### config.mk
export PLATFORM = sky130hd
export DESIGN_NAME = cartridge_bank_mapper
export DESIGN_NICKNAME = d
export VERILOG_FILES = /design/src/hdl/cbm_pkg.sv /design/src/hdl/cartridge_bank_mapper.sv
export SDC_FILE = /design/constraint.sdc
export NUM_CORES = 1
export LEC_CHECK = 0
export BUFFER_PORTS_ARGS = -buffer_cell sky130_fd_sc_hd__buf_2
export CAP_MARGIN = 40
export CORE_MARGIN = 5
export CORE_UTILIZATION = 48
export DETAILED_ROUTE_END_ITERATION = 8
export PLACE_DENSITY = 0.7
export SLEW_MARGIN = 20
export SYNTH_ARGS = -nofsm -noshare
export SYNTH_HDL_FRONTEND = slang
export SYNTH_SLANG_ARGS = --single-unit
### constraint.sdc
create_clock -name clock -period 4 [get_ports clock]
set_clock_uncertainty 0.2 [all_clocks]
set_input_delay 0.8 -clock clock [delete_from_list [all_inputs] [get_ports clock]]
set_output_delay 0.8 -clock clock [all_outputs]
set_load 0.005 [all_outputs]
### src/hdl/cbm_pkg.sv
// Package for the cartridge bank mapper: access and result word types,
// target codes, register indexes and the RAM size decode.
// No dependencies.
`default_nettype none

package cbm_pkg;

   // Cap on the number of RAM banks that banks_present reports.
   localparam int unsigned MAX_RAM_BANKS = 16;
   localparam int unsigned BANK_COUNT_W  = 5;

   // Configuration port geometry and register indexes.
   localparam int unsigned CSR_INDEX_W = 2;
   localparam int unsigned CSR_DATA_W  = 3;

   localparam logic [CSR_INDEX_W-1:0] CSR_BANKING_ENABLED = 2'd0;
   localparam logic [CSR_INDEX_W-1:0] CSR_RAM_SIZE_CODE   = 2'd1;
   localparam logic [CSR_INDEX_W-1:0] CSR_BATTERY_BACKED  = 2'd2;

   // Bus address regions, decoded on address bits 15:13.
   localparam logic [2:0] REGION_RAM_ENABLE = 3'b000;
   localparam logic [2:0] REGION_ROM_BANK   = 3'b001;
   localparam logic [2:0] REGION_RAM_BANK   = 3'b010;
   localparam logic [2:0] REGION_MODE       = 3'b011;
   localparam logic [2:0] REGION_RAM_WINDOW = 3'b101;

   // Low nibble that switches external RAM on.
   localparam logic [3:0] RAM_ENABLE_KEY = 4'hA;

   // Access kinds.
   localparam logic KIND_READ  = 1'b0;
   localparam logic KIND_WRITE = 1'b1;

   // Header RAM size codes.
   localparam logic [2:0] RAM_CODE_ONE     = 3'd2;
   localparam logic [2:0] RAM_CODE_FOUR    = 3'd3;
   localparam logic [2:0] RAM_CODE_SIXTEEN = 3'd4;
   localparam logic [2:0] RAM_CODE_EIGHT   = 3'd5;

   typedef enum logic [2:0] {
      TGT_NONE   = 3'd0,
      TGT_ROM    = 3'd1,
      TGT_RAM_RD = 3'd2,
      TGT_RAM_WR = 3'd3,
      TGT_REG    = 3'd4
   } target_type;

   typedef struct packed {
      logic        kind;
      logic [15:0] address;
      logic [7:0]  data_in;
   } req_word_type;

   typedef struct packed {
      target_type  target;
      logic [18:0] mem_address;
      logic [7:0]  write_data;
      logic        save_request;
      logic        dirty;
   } rsp_word_type;

   // Banks present for a header RAM size code, capped at MAX_RAM_BANKS.
   function automatic logic [BANK_COUNT_W-1:0] banks_present(input logic [2:0] code);
      logic [BANK_COUNT_W-1:0] n;
      case (code)
         RAM_CODE_ONE:     n = 5'd1;
         RAM_CODE_FOUR:    n = 5'd4;
         RAM_CODE_SIXTEEN: n = 5'd16;
         RAM_CODE_EIGHT:   n = 5'd8;
         default:          n = 5'd0;
      endcase
      if (n > BANK_COUNT_W'(MAX_RAM_BANKS)) begin
         n = BANK_COUNT_W'(MAX_RAM_BANKS);
      end
      return n;
   endfunction

endpackage

`default_nettype wire

### src/hdl/cartridge_bank_mapper.sv
// Cartridge bank mapper top level: decodes bus accesses into ROM, RAM or
// bank register operations. Depends on cbm_pkg.
`default_nettype none

//  Channel   Ports                            Direction  Moves
//  req       req_valid/req_ready/req_word      in         one bus access word
//  rsp       rsp_valid/rsp_ready/rsp_word      out        one translated word
//  csr       csr_write_en/csr_index/csr_wdata  in         register write, no wait
//
// One word is accepted per cycle while req_ready is high. Its result moves
// through the input register, the single decode stage and the result register,
// which drives rsp_valid and rsp_word. Reset is synchronous and returns valid
// flags, bank state and configuration to their reset values. While a result
// waits, the input register still takes one word; after that req_ready stays
// low until the result is taken.

module cartridge_bank_mapper
   import cbm_pkg::*;
#(
   parameter int unsigned ROM_BANK_BITS = 5
) (
   input  wire logic                   clock,
   input  wire logic                   reset,
   input  wire logic                   req_valid,
   output logic                        req_ready,
   input  wire req_word_type           req_word,
   output logic                        rsp_valid,
   input  wire logic                   rsp_ready,
   output rsp_word_type                rsp_word,
   input  wire logic                   csr_write_en,
   input  wire logic [CSR_INDEX_W-1:0] csr_index,
   input  wire logic [CSR_DATA_W-1:0]  csr_wdata
);

   localparam int unsigned ROM_ADDR_W = ROM_BANK_BITS + 14;

   // Configuration registers.
   logic       banking_enabled_ff;
   logic [2:0] ram_size_code_ff;
   logic       battery_backed_ff;

   // Bank state.
   logic                     ram_enable_ff, ram_enable_in;
   logic [ROM_BANK_BITS-1:0] rom_bank_ff, rom_bank_in;
   logic [2:0]               ram_bank_select_ff, ram_bank_select_in;
   logic [2:0]               active_ram_bank_ff, active_ram_bank_in;
   logic                     banking_mode_ff, banking_mode_in;
   logic                     unsaved_ff, unsaved_in;

   // Pipeline registers.
   logic         in_valid_ff;
   req_word_type in_word_ff;
   logic         out_valid_ff;
   rsp_word_type out_word_ff, out_word_in;

   logic                  advance;
   logic [2:0]            region;
   logic                  ram_usable;
   logic [ROM_ADDR_W-1:0] rom_full;
   logic [15:0]           ram_full;
   logic [7:0]            bank_value;
   logic                  switch_bank;

   // Handshake: the input register frees whenever its word moves on.
   assign advance   = in_valid_ff && (!out_valid_ff || rsp_ready);
   assign req_ready = !in_valid_ff || advance;
   assign rsp_valid = out_valid_ff;
   assign rsp_word  = out_word_ff;

   // Address composition.
   assign region     = in_word_ff.address[15:13];
   assign ram_usable = ram_enable_ff &&
                       ({2'b00, active_ram_bank_ff} < banks_present(ram_size_code_ff));
   assign rom_full   = {rom_bank_ff, in_word_ff.address[13:0]};
   assign ram_full   = {active_ram_bank_ff, in_word_ff.address[12:0]};
   assign bank_value = (in_word_ff.data_in == 8'd0) ? 8'd1 : in_word_ff.data_in;

   // Decode of the word in the input register and the next bank state.
   always_comb begin
      ram_enable_in      = ram_enable_ff;
      rom_bank_in        = rom_bank_ff;
      ram_bank_select_in = ram_bank_select_ff;
      active_ram_bank_in = active_ram_bank_ff;
      banking_mode_in    = banking_mode_ff;
      unsaved_in         = unsaved_ff;
      switch_bank        = 1'b0;

      out_word_in              = '0;
      out_word_in.target       = TGT_NONE;

      if (in_word_ff.kind == KIND_READ) begin
         case (region)
            REGION_RAM_ENABLE, REGION_ROM_BANK: begin
               out_word_in.target      = TGT_ROM;
               out_word_in.mem_address = {3'b000, in_word_ff.address};
            end
            REGION_RAM_BANK, REGION_MODE: begin
               out_word_in.target = TGT_ROM;
               if (banking_enabled_ff) begin
                  out_word_in.mem_address = 19'(rom_full);
               end else begin
                  out_word_in.mem_address = {3'b000, in_word_ff.address};
               end
            end
            REGION_RAM_WINDOW: begin
               if (ram_usable) begin
                  out_word_in.target      = TGT_RAM_RD;
                  out_word_in.mem_address = {3'b000, ram_full};
               end
            end
            default: begin
               out_word_in.target = TGT_NONE;
            end
         endcase
      end else begin
         case (region)
            REGION_RAM_ENABLE: begin
               out_word_in.target = TGT_REG;
               ram_enable_in      = (in_word_ff.data_in[3:0] == RAM_ENABLE_KEY);
            end
            REGION_ROM_BANK: begin
               out_word_in.target = TGT_REG;
               rom_bank_in        = ROM_BANK_BITS'(bank_value);
            end
            REGION_RAM_BANK: begin
               out_word_in.target = TGT_REG;
               ram_bank_select_in = in_word_ff.data_in[2:0];
               switch_bank        = 1'b1;
            end
            REGION_MODE: begin
               out_word_in.target = TGT_REG;
               banking_mode_in    = in_word_ff.data_in[0];
               switch_bank        = 1'b1;
            end
            REGION_RAM_WINDOW: begin
               if (ram_usable) begin
                  out_word_in.target      = TGT_RAM_WR;
                  out_word_in.mem_address = {3'b000, ram_full};
                  out_word_in.write_data  = in_word_ff.data_in;
                  if (battery_backed_ff) begin
                     unsaved_in = 1'b1;
                  end
               end
            end
            default: begin
               out_word_in.target = TGT_NONE;
            end
         endcase
      end

      // A bank switch in mode 0 takes over the selected bank and asks for a
      // save when battery RAM holds unsaved writes.
      if (switch_bank && !banking_mode_in) begin
         active_ram_bank_in = ram_bank_select_in;
         if (unsaved_ff && battery_backed_ff) begin
            out_word_in.save_request = 1'b1;
            unsaved_in               = 1'b0;
         end
      end

      out_word_in.dirty = unsaved_in;
   end

   // Control, configuration and bank state registers.
   always_ff @(posedge clock) begin
      if (reset) begin
         in_valid_ff        <= 1'b0;
         out_valid_ff       <= 1'b0;
         banking_enabled_ff <= 1'b1;
         ram_size_code_ff   <= 3'd0;
         battery_backed_ff  <= 1'b0;
         ram_enable_ff      <= 1'b0;
         rom_bank_ff        <= ROM_BANK_BITS'(1);
         ram_bank_select_ff <= 3'd0;
         active_ram_bank_ff <= 3'd0;
         banking_mode_ff    <= 1'b0;
         unsaved_ff         <= 1'b0;
      end else begin
         if (req_ready) begin
            in_valid_ff <= req_valid;
         end
         if (advance) begin
            out_valid_ff       <= 1'b1;
            ram_enable_ff      <= ram_enable_in;
            rom_bank_ff        <= rom_bank_in;
            ram_bank_select_ff <= ram_bank_select_in;
            active_ram_bank_ff <= active_ram_bank_in;
            banking_mode_ff    <= banking_mode_in;
            unsaved_ff         <= unsaved_in;
         end else if (rsp_ready) begin
            out_valid_ff <= 1'b0;
         end
         if (csr_write_en) begin
            case (csr_index)
               CSR_BANKING_ENABLED: banking_enabled_ff <= csr_wdata[0];
               CSR_RAM_SIZE_CODE:   ram_size_code_ff   <= csr_wdata;
               CSR_BATTERY_BACKED:  battery_backed_ff  <= csr_wdata[0];
               default: begin
               end
            endcase
         end
      end
   end

   // Payload registers.
   always_ff @(posedge clock) begin
      if (req_ready && req_valid) begin
         in_word_ff <= req_word;
      end
      if (advance) begin
         out_word_ff <= out_word_in;
      end
   end

endmodule

`default_nettype wire
## Word-level counts from Yosys, hierarchy flattened

Cells that the tools add are included.

| storage, ports and cells | value |
|---|---|
| register bits after elaboration | 78 |
| input port bits | 35 |

| cells by class | value |
|---|---|
| $lt $le $gt $ge | 2 |
| equal/unequal tests | 11 |
| muxes and demuxes | 26 |
| reduce and logical (&&, ||, !) cells | 24 |

Operators by type and width:

| operator | count |
|---|---|
| $pmux 19 s3 | 1 |
| $mux 29 | 1 |
| $mux 27 | 1 |
| $mux 22 | 1 |
| $mux 21 | 1 |
| $pmux 5 s4 | 1 |
| $mux 19 | 1 |
| $mux 1 | 13 |
| $eq 3x2->1 const B | 4 |
| $pmux 3 s2 | 2 |
| $mux 5 | 2 |
| $eq 3x3->1 const B | 3 |
| $reduce_and 3->1 | 3 |
| $logic_not 8->1 | 1 |
| $reduce_and 2->1 | 4 |
| $mux 3 | 2 |
| $gt 5x5->1 const B | 1 |
| $logic_and 1x1->1 | 5 |
| $lt 3x5->1 | 1 |
| $eq 4x4->1 const B | 1 |
| $reduce_or 2->1 | 2 |
| $reduce_or 4->1 | 1 |
| $eq 3x1->1 const B | 1 |
| $logic_not 1->1 | 3 |
| other kinds (6) | 7 |

## Logic depth before layout (Yosys ltp)

Gate-level depths: netlist of run 1.

| logic depth | value |
|---|---|
| depth after elaboration | 11 |
| mapped depth | 10 |
| depth with buffers taken out | 9 |

## Worst setup path after synthesis of run 1

OpenSTA, ideal clock, no wires.

| timing path | value |
|---|---|
| path type | flip-flop to flip-flop |
| from | register ram_size_code_ff[1] |
| to | register out_word_ff (netlist bit rsp_word[0]) (data pin) |
| library setup time | 0.257 ns |
| arrival | 2.037 ns |
| slack | 1.506 ns |
| stages on the path, launching flop included | 11 |
| path buffers | 1 |
| period minus slack after synthesis | 2.494 ns |
| path through | dfxtp_1 -> inv_1 -> ha_1 -> nor3b_1 -> nand2_1 -> ha_1 -> nor2_1 -> a211oi_1 -> nor2_1 -> buf_2 -> a22o_2 |

RTL lines:

| element | line | text |
|---|---|---|
| start: declaration | cartridge_bank_mapper.sv:39 | `logic [2:0] ram_size_code_ff;` |
| start signal: assignment | cartridge_bank_mapper.sv:196 | `CSR_RAM_SIZE_CODE: ram_size_code_ff <= csr_wdata;` |
| end signal: assignment | cartridge_bank_mapper.sv:211 | `out_word_ff <= out_word_in;` |
| end: declaration | cartridge_bank_mapper.sv:54 | `rsp_word_type out_word_ff, out_word_in;` |

==> results.cfg, run 1 <==
[timing]
drv_slew = 0
fin_crit_ns = 2.81
hold_slack_ns = 0.268
worstMarginPinSlew_ns = 0.853
final.setup.tns_ns = 0
max_freq_ghz = 0.356
hold_viol_final = 0
rsz0062_at_grt = false
setup_viol = 0
period_share_pct = 70.3
max_slew_margin_pct = 43.1

[worst_setup_path]
crit_family = compound AO/OA/AOI/OAI gates
path_max_fanout = 13
regToRegStartpoint = ram_size_code_ff[1]$_SDFFE_PP0P_
critPathLaunch = ram_size_code_ff[1]$_SDFFE_PP0P_
worstReg2RegEnd = rsp_word[14]$_DFFE_PP_
worstSetupPathType = register to register
worstPathRequired_ns = 3.89
slowest_stage = a211oi_1
path_cells = inv_1 -> ha_1 -> nor3b_1 -> nand2_1 -> ha_1 -> nor2_1 -> a211oi_1 -> o22ai_1 -> and2_1
crit_buf_inv = 1
startpoint_type = register
max_stage_delay_ns = 0.39
end_kind = register
worst_path_most_repeated_cell = ha_1
r2r_cells = 9
cp.arrival_ns = 2.71
reg2reg_slack_ns = 1.19

[place]
port_buffers = 68
dp_cells = 344
dpl.hpwl_um = 3990
gp_congestion = 0.782

[clock_network]
cts_htree_levels = 3
insertion_delay_ns = 0.34
post_cts_buffers = 0
cts_sinks = 78
cts_made_buffers = 9
hold_buffers = 0
cts_tree = yes
cts_resized = 0
clkTransAtPathRegs_ns = 0.07
clockBufferDepth = 2
cts_root_buf = clkbuf_8

[logic_synthesis]
synth_nets = 243
async_flop_share_pct = 0
syn_area_mm2 = 0.00297
syn_inst = 206
ys.warnings.count = 0
synth_seq_area_share_pct = 71.7
syn_avg_cell_area_um2 = 14.4
synth_edf_count = 57
synth.distinct_cells = 38
synth-main-ff-cell = edfxtp_1
yosys_register_bits = 78

[final_layout]
layout_common_cells = buf_2, edfxtp_1, nor2_1
fin_nets = 317
final_common_cell = buf_2
num_antenna_cells = 0
syn2layout_area_growth_pct = 21.0
stdcell_count = 359
drive_gt1_share_pct = 31.3

[power]
max-vdd-ir-drop_uv = 262
comb_power_share_pct = 5.2
p_per_area_mw_per_mm2 = 450
p_sw_share_pct = 20.3
clock_power_share_pct = 37.7
p_switching_uw = 329
internal-power_uw = 1290
p_leak_uw = 0.00149
p_seq_share_pct = 57.1

[route]
ant_nets = 0
drt_iter0_drc = 97
vias = 1885
drc = 0
routed_wl_um = 5620
via_per_inst = 5.25
wl_per_cell_um = 15.7
first_pass_iters = 4

[floorplanning]
dieHeight_um = 88.7
fp-row-count = 28
num_io_pins = 69
die-area_mm2 = 0.00787
start_util_pct = 49.9
core_area_mm2 = 0.00596
die_x_um = 88.7

[status]
outcome = finished clean

[worst_hold_path]
min_from = rom_bank_ff[0]$_SDFFE_PP1P_
hold_path.class = register to register
hold_depth = 1
min_to = rom_bank_ff[0]$_SDFFE_PP1P_

[global_routing]
grt_use_total_pct = 16.1
grt-ovfl-total = 0
antenna_found_initial = 0
grt_max_degree = 30
grt_pass1_wl_um = 9220
grt_pass1_vias = 1837

[job]
maxCapViolCount = 0
layout make-up:
class	count	area (µm²)
Tap cell	75	93.8
Inverter	3	11.3
Clock buffer	10	128
Timing Repair Buffer	70	363
Multi-Input combinational cell	118	795
Fill cell	482	2360
Sequential cell	78	2130
Clock inverter	5	75.1
routing by layer:
| layer | global-route usage (%) | up-vias | wire (µm) |
|---|---|---|---|
| met4 | 8.93 | 0 | 160 |
| met2 | 25.3 | 62 | 2770 |
| met3 | 4.38 | 12 | 351 |
| met5 | 0 | - | 0 |
| li1 | - | 910 | - |
| met1 | 20.2 | 901 | 2340 |
cells in the mapped netlist, drive strengths merged, types with 3 or more instances:
master | number | area share (%)
a22o | 3 | 0.93
a311oi | 3 | 0.88
and2 | 18 | 3.8
and3 | 10 | 2.1
clkbuf | 5 | 0.63
dfxtp | 21 | 14
edfxtp | 57 | 58
inv | 3 | 0.38
mux2i | 13 | 4.4
nand2 | 6 | 0.76
nand3b | 3 | 0.76
nand4 | 3 | 0.63
nor2 | 25 | 3.2
nor2b | 4 | 0.84
o21ai | 3 | 0.50
registers in the layout, indices dropped and copies added, names as in the netlist:
register,cells
banking_mode_ff,1
battery_backed_ff,1
ram_size_code_ff,3
rsp_valid,1
unsaved_ff,1
ram_enable_ff,1
in_word_ff,25
in_valid_ff,1
rom_bank_ff,5
banking_enabled_ff,1
ram_bank_select_ff,3
rsp_word,32
active_ram_bank_ff,3
stage by stage:
stage          util (%)  power [µW]  setup WS (ns)  cell area (µm²)
3_5_place_dp       57.0        1030           1.17             3390
3_3_place_gp       56.7        1020           1.24             3380
6_report           60.4        1620           1.19             3600
4_1_cts            60.4        1640           1.16             3600
5_1_grt            60.4        1680          0.963             3600
2_1_floorplan         -         978           1.51             2970
worst max path at each step:
| stage | endpoint | slack [ns] | cells past startpoint |
|---|---|---|---|
| 3_5_place_dp | rsp_word[14]$_DFFE_PP_ | 1.17 | 9 |
| 3_3_place_gp | rsp_word[18]$_DFFE_PP_ | 1.24 | 9 |
| 6_report | rsp_word[14]$_DFFE_PP_ | 1.19 | 9 |
| 2_1_floorplan | rsp_word[0]$_DFFE_PP_ | 1.51 | 10 |
| 4_1_cts | rsp_word[14]$_DFFE_PP_ | 1.16 | 9 |
| 5_1_grt | rsp_word[14]$_DFFE_PP_ | 0.96 | 9 |
cell families after synthesis:
family,Yosys count,share of synthesized area [%]
compound gates,19,4.88
fa+ha+maj,2,0.842
buf+inv,10,1.56
flops,78,71.7
mux,14,4.88
simple gates,83,16.1
worst register-to-register path, delay by kind of cell (launching register included):
kind                     cells  cell delay, ns
flip-flops                   1            0.34
AND/OR/NAND/NOR              4            0.66
buffers and inverters        1            0.05
adder cells (fa/ha/maj)      2            0.55
AO/OA/AOI/OAI                2            0.77
power groups by stage:
| stage | sequential, µW | combinational (µW) | clock, µW |
|---|---|---|---|
| 6_report | 923 | 84.5 | 610 |
| 5_1_grt | 927 | 94.1 | 663 |
| 4_1_cts | 923 | 86.1 | 626 |
| 3_5_place_dp | 942 | 85.8 | 0 |
| 3_3_place_gp | 941 | 80.7 | 0 |
| 2_1_floorplan | 936 | 41.9 | 0 |
(Power assumes the default switching activity.)
==> inputs of run 2 (changes only) <==
- PLACE_DENSITY: 0.7 -> 0.73
- clock period: 4 -> 2.3 ns (I/O delays scaled with it)
==> run 2 against run 1 <==
Effect of this change: the run now ends with negative setup slack left; fmax grew 20%; sequential power grew 74%; cell area grew 5.8%; flip-flop and latch count is the same; largest power group unchanged.
==> results.cfg, run 2 (synthesis results as in run 1) <==
[status]
outcome = complete, but fails checks
violations = negative setup slack

[global_routing]
grt-ovfl-total = 0
grt_pass1_wl_um = 9600
grt_use_total_pct = 16.8
grt_max_degree = 26
antenna_found_initial = 0
grt_pass1_vias = 1913

[final_layout]
drive_gt1_share_pct = 42.2
layout_common_cells = buf_2, edfxtp_1, nor2_1
syn2layout_area_growth_pct = 28.0
final_common_cell = buf_2
fin_nets = 328
largest_reg_flops = 32
final_util_pct = 63.9
final_cell_area_mm2 = 0.00381
num_antenna_cells = 0
nFillCells = 454

[clock_network]
clockBufferDepth = 2
cts_tree = yes
cts_made_buffers = 9
cts_root_buf = clkbuf_8
cts_htree_levels = 3
cts_sinks = 78
clkTransAtPathRegs_ns = 0.08
insertion_delay_ns = 0.35

[floorplanning]
die-area_mm2 = 0.00787
start_util_pct = 49.9
die_x_um = 88.7
num_io_pins = 69
core_area_mm2 = 0.00596
fp-row-count = 28
dieHeight_um = 88.7

[route]
ant_nets = 0
wl_per_cell_um = 16.5
drt_iter0_drc = 153
first_pass_iters = 4
routed_wl_um = 6120
via_per_inst = 5.22
vias = 1938
drc = 0

[timing]
setup_viol = 17
final.setup.tns_ns = -0.396
fin_crit_ns = 2.35
period_share_pct = 102
max_slew_margin_pct = 72.9
worst_slack_ns = -0.0450
drv_slew = 0
max_freq_ghz = 0.426
worstMarginPinSlew_ns = 0.403
hold_viol_final = 0
rsz0062_at_grt = true

[place]
port_buffers = 68
gp_congestion = 0.837
dpl-instance-area_mm2 = 0.00345
dpl.hpwl_um = 4020

[power]
finalPower_uw = 2790
max-vdd-ir-drop_uv = 509
p_per_area_mw_per_mm2 = 734
p_leak_uw = 0.00156

[worst_setup_path]
startpoint_type = register
cp.arrival_ns = 2.25
worstPathRequired_ns = 2.20
worstSetupPathType = register to register
reg2reg_slack_ns = -0.05
end_kind = register
path_max_fanout = 7

[worst_hold_path]
hold_path.class = input pin to register

[job]
maxCapViolCount = 0
[run 2: path summary, 6_finish.rpt]
path | from | cells after the start | to
max | ram_size_code_ff[1]$_SDFFE_PP0P_ | 10 | rsp_word[0]$_DFFE_PP_
min | req_word[14] | 1 | in_word_ff[14]$_DFFE_PP_
max reg2reg | ram_size_code_ff[1]$_SDFFE_PP0P_ | 10 | rsp_word[0]$_DFFE_PP_
min reg2reg | rom_bank_ff[0]$_SDFFE_PP1P_ | 1 | rom_bank_ff[0]$_SDFFE_PP1P_
[run 2: timing repair]
item                       in CTS  in global routing
pin swaps                      20                 17
setup buffers                   1                  1
setup endpoints to repair      27                 28
gates cloned                    2                  0
hold buffers                    0                  0
resized for setup              19                 15
[run 2: worst max-delay path: stages, from the launching register on]
cell,delay [ns]
dfxtp_2,0.33
inv_2,0.04
ha_4,0.21
nor3b_4,0.21
nand2_2,0.09
ha_4,0.28
nor2_4,0.03
a211oi_4,0.23
buf_6,0.17
nor2_4,0.06
a22o_2,0.25
[run 2: cell type report]
| class | count | area, µm² | share of cell area (%) |
|---|---|---|---|
| well taps | 75 | 93.8 | 2.47 |
| inverters | 3 | 11.3 | 0.296 |
| clock buffers | 13 | 149 | 3.91 |
| multi-input cells | 119 | 931 | 24.5 |
| clock inverters | 3 | 45.0 | 1.18 |
| flip-flops and latches | 78 | 2130 | 56.1 |
| repair buffers | 80 | 442 | 11.6 |
[run 2: where the power goes]
part	total (µW)	switching, µW	internal, µW
Combinational	178	88.8	89.5
Sequential	1610	35.3	1570
Clock	1010	474	533
Total	2790	598	2190
[run 2: routing by layer]
| layer | part of all wire, % | up-vias | global-route usage, % |
|---|---|---|---|
| li1 | - | 933 | - |
| met1 | 39 | 907 | 20.7 |
| met2 | 51 | 87 | 26.8 |
| met3 | 7.7 | 11 | 4.66 |
| met4 | 2.3 | 0 | 9.20 |
| met5 | 0 | - | 0 |
[run 2: per-stage QoR]
stage          hold WS [ns]  setup WS, ns  cells
2_1_floorplan         0.226       -0.0194    206
3_3_place_gp          0.257        -0.116    351
3_5_place_dp          0.265        -0.180    351
4_1_cts              0.0671        -0.140    370
5_1_grt              0.0519        -0.141    371
6_report             0.0804       -0.0450    371
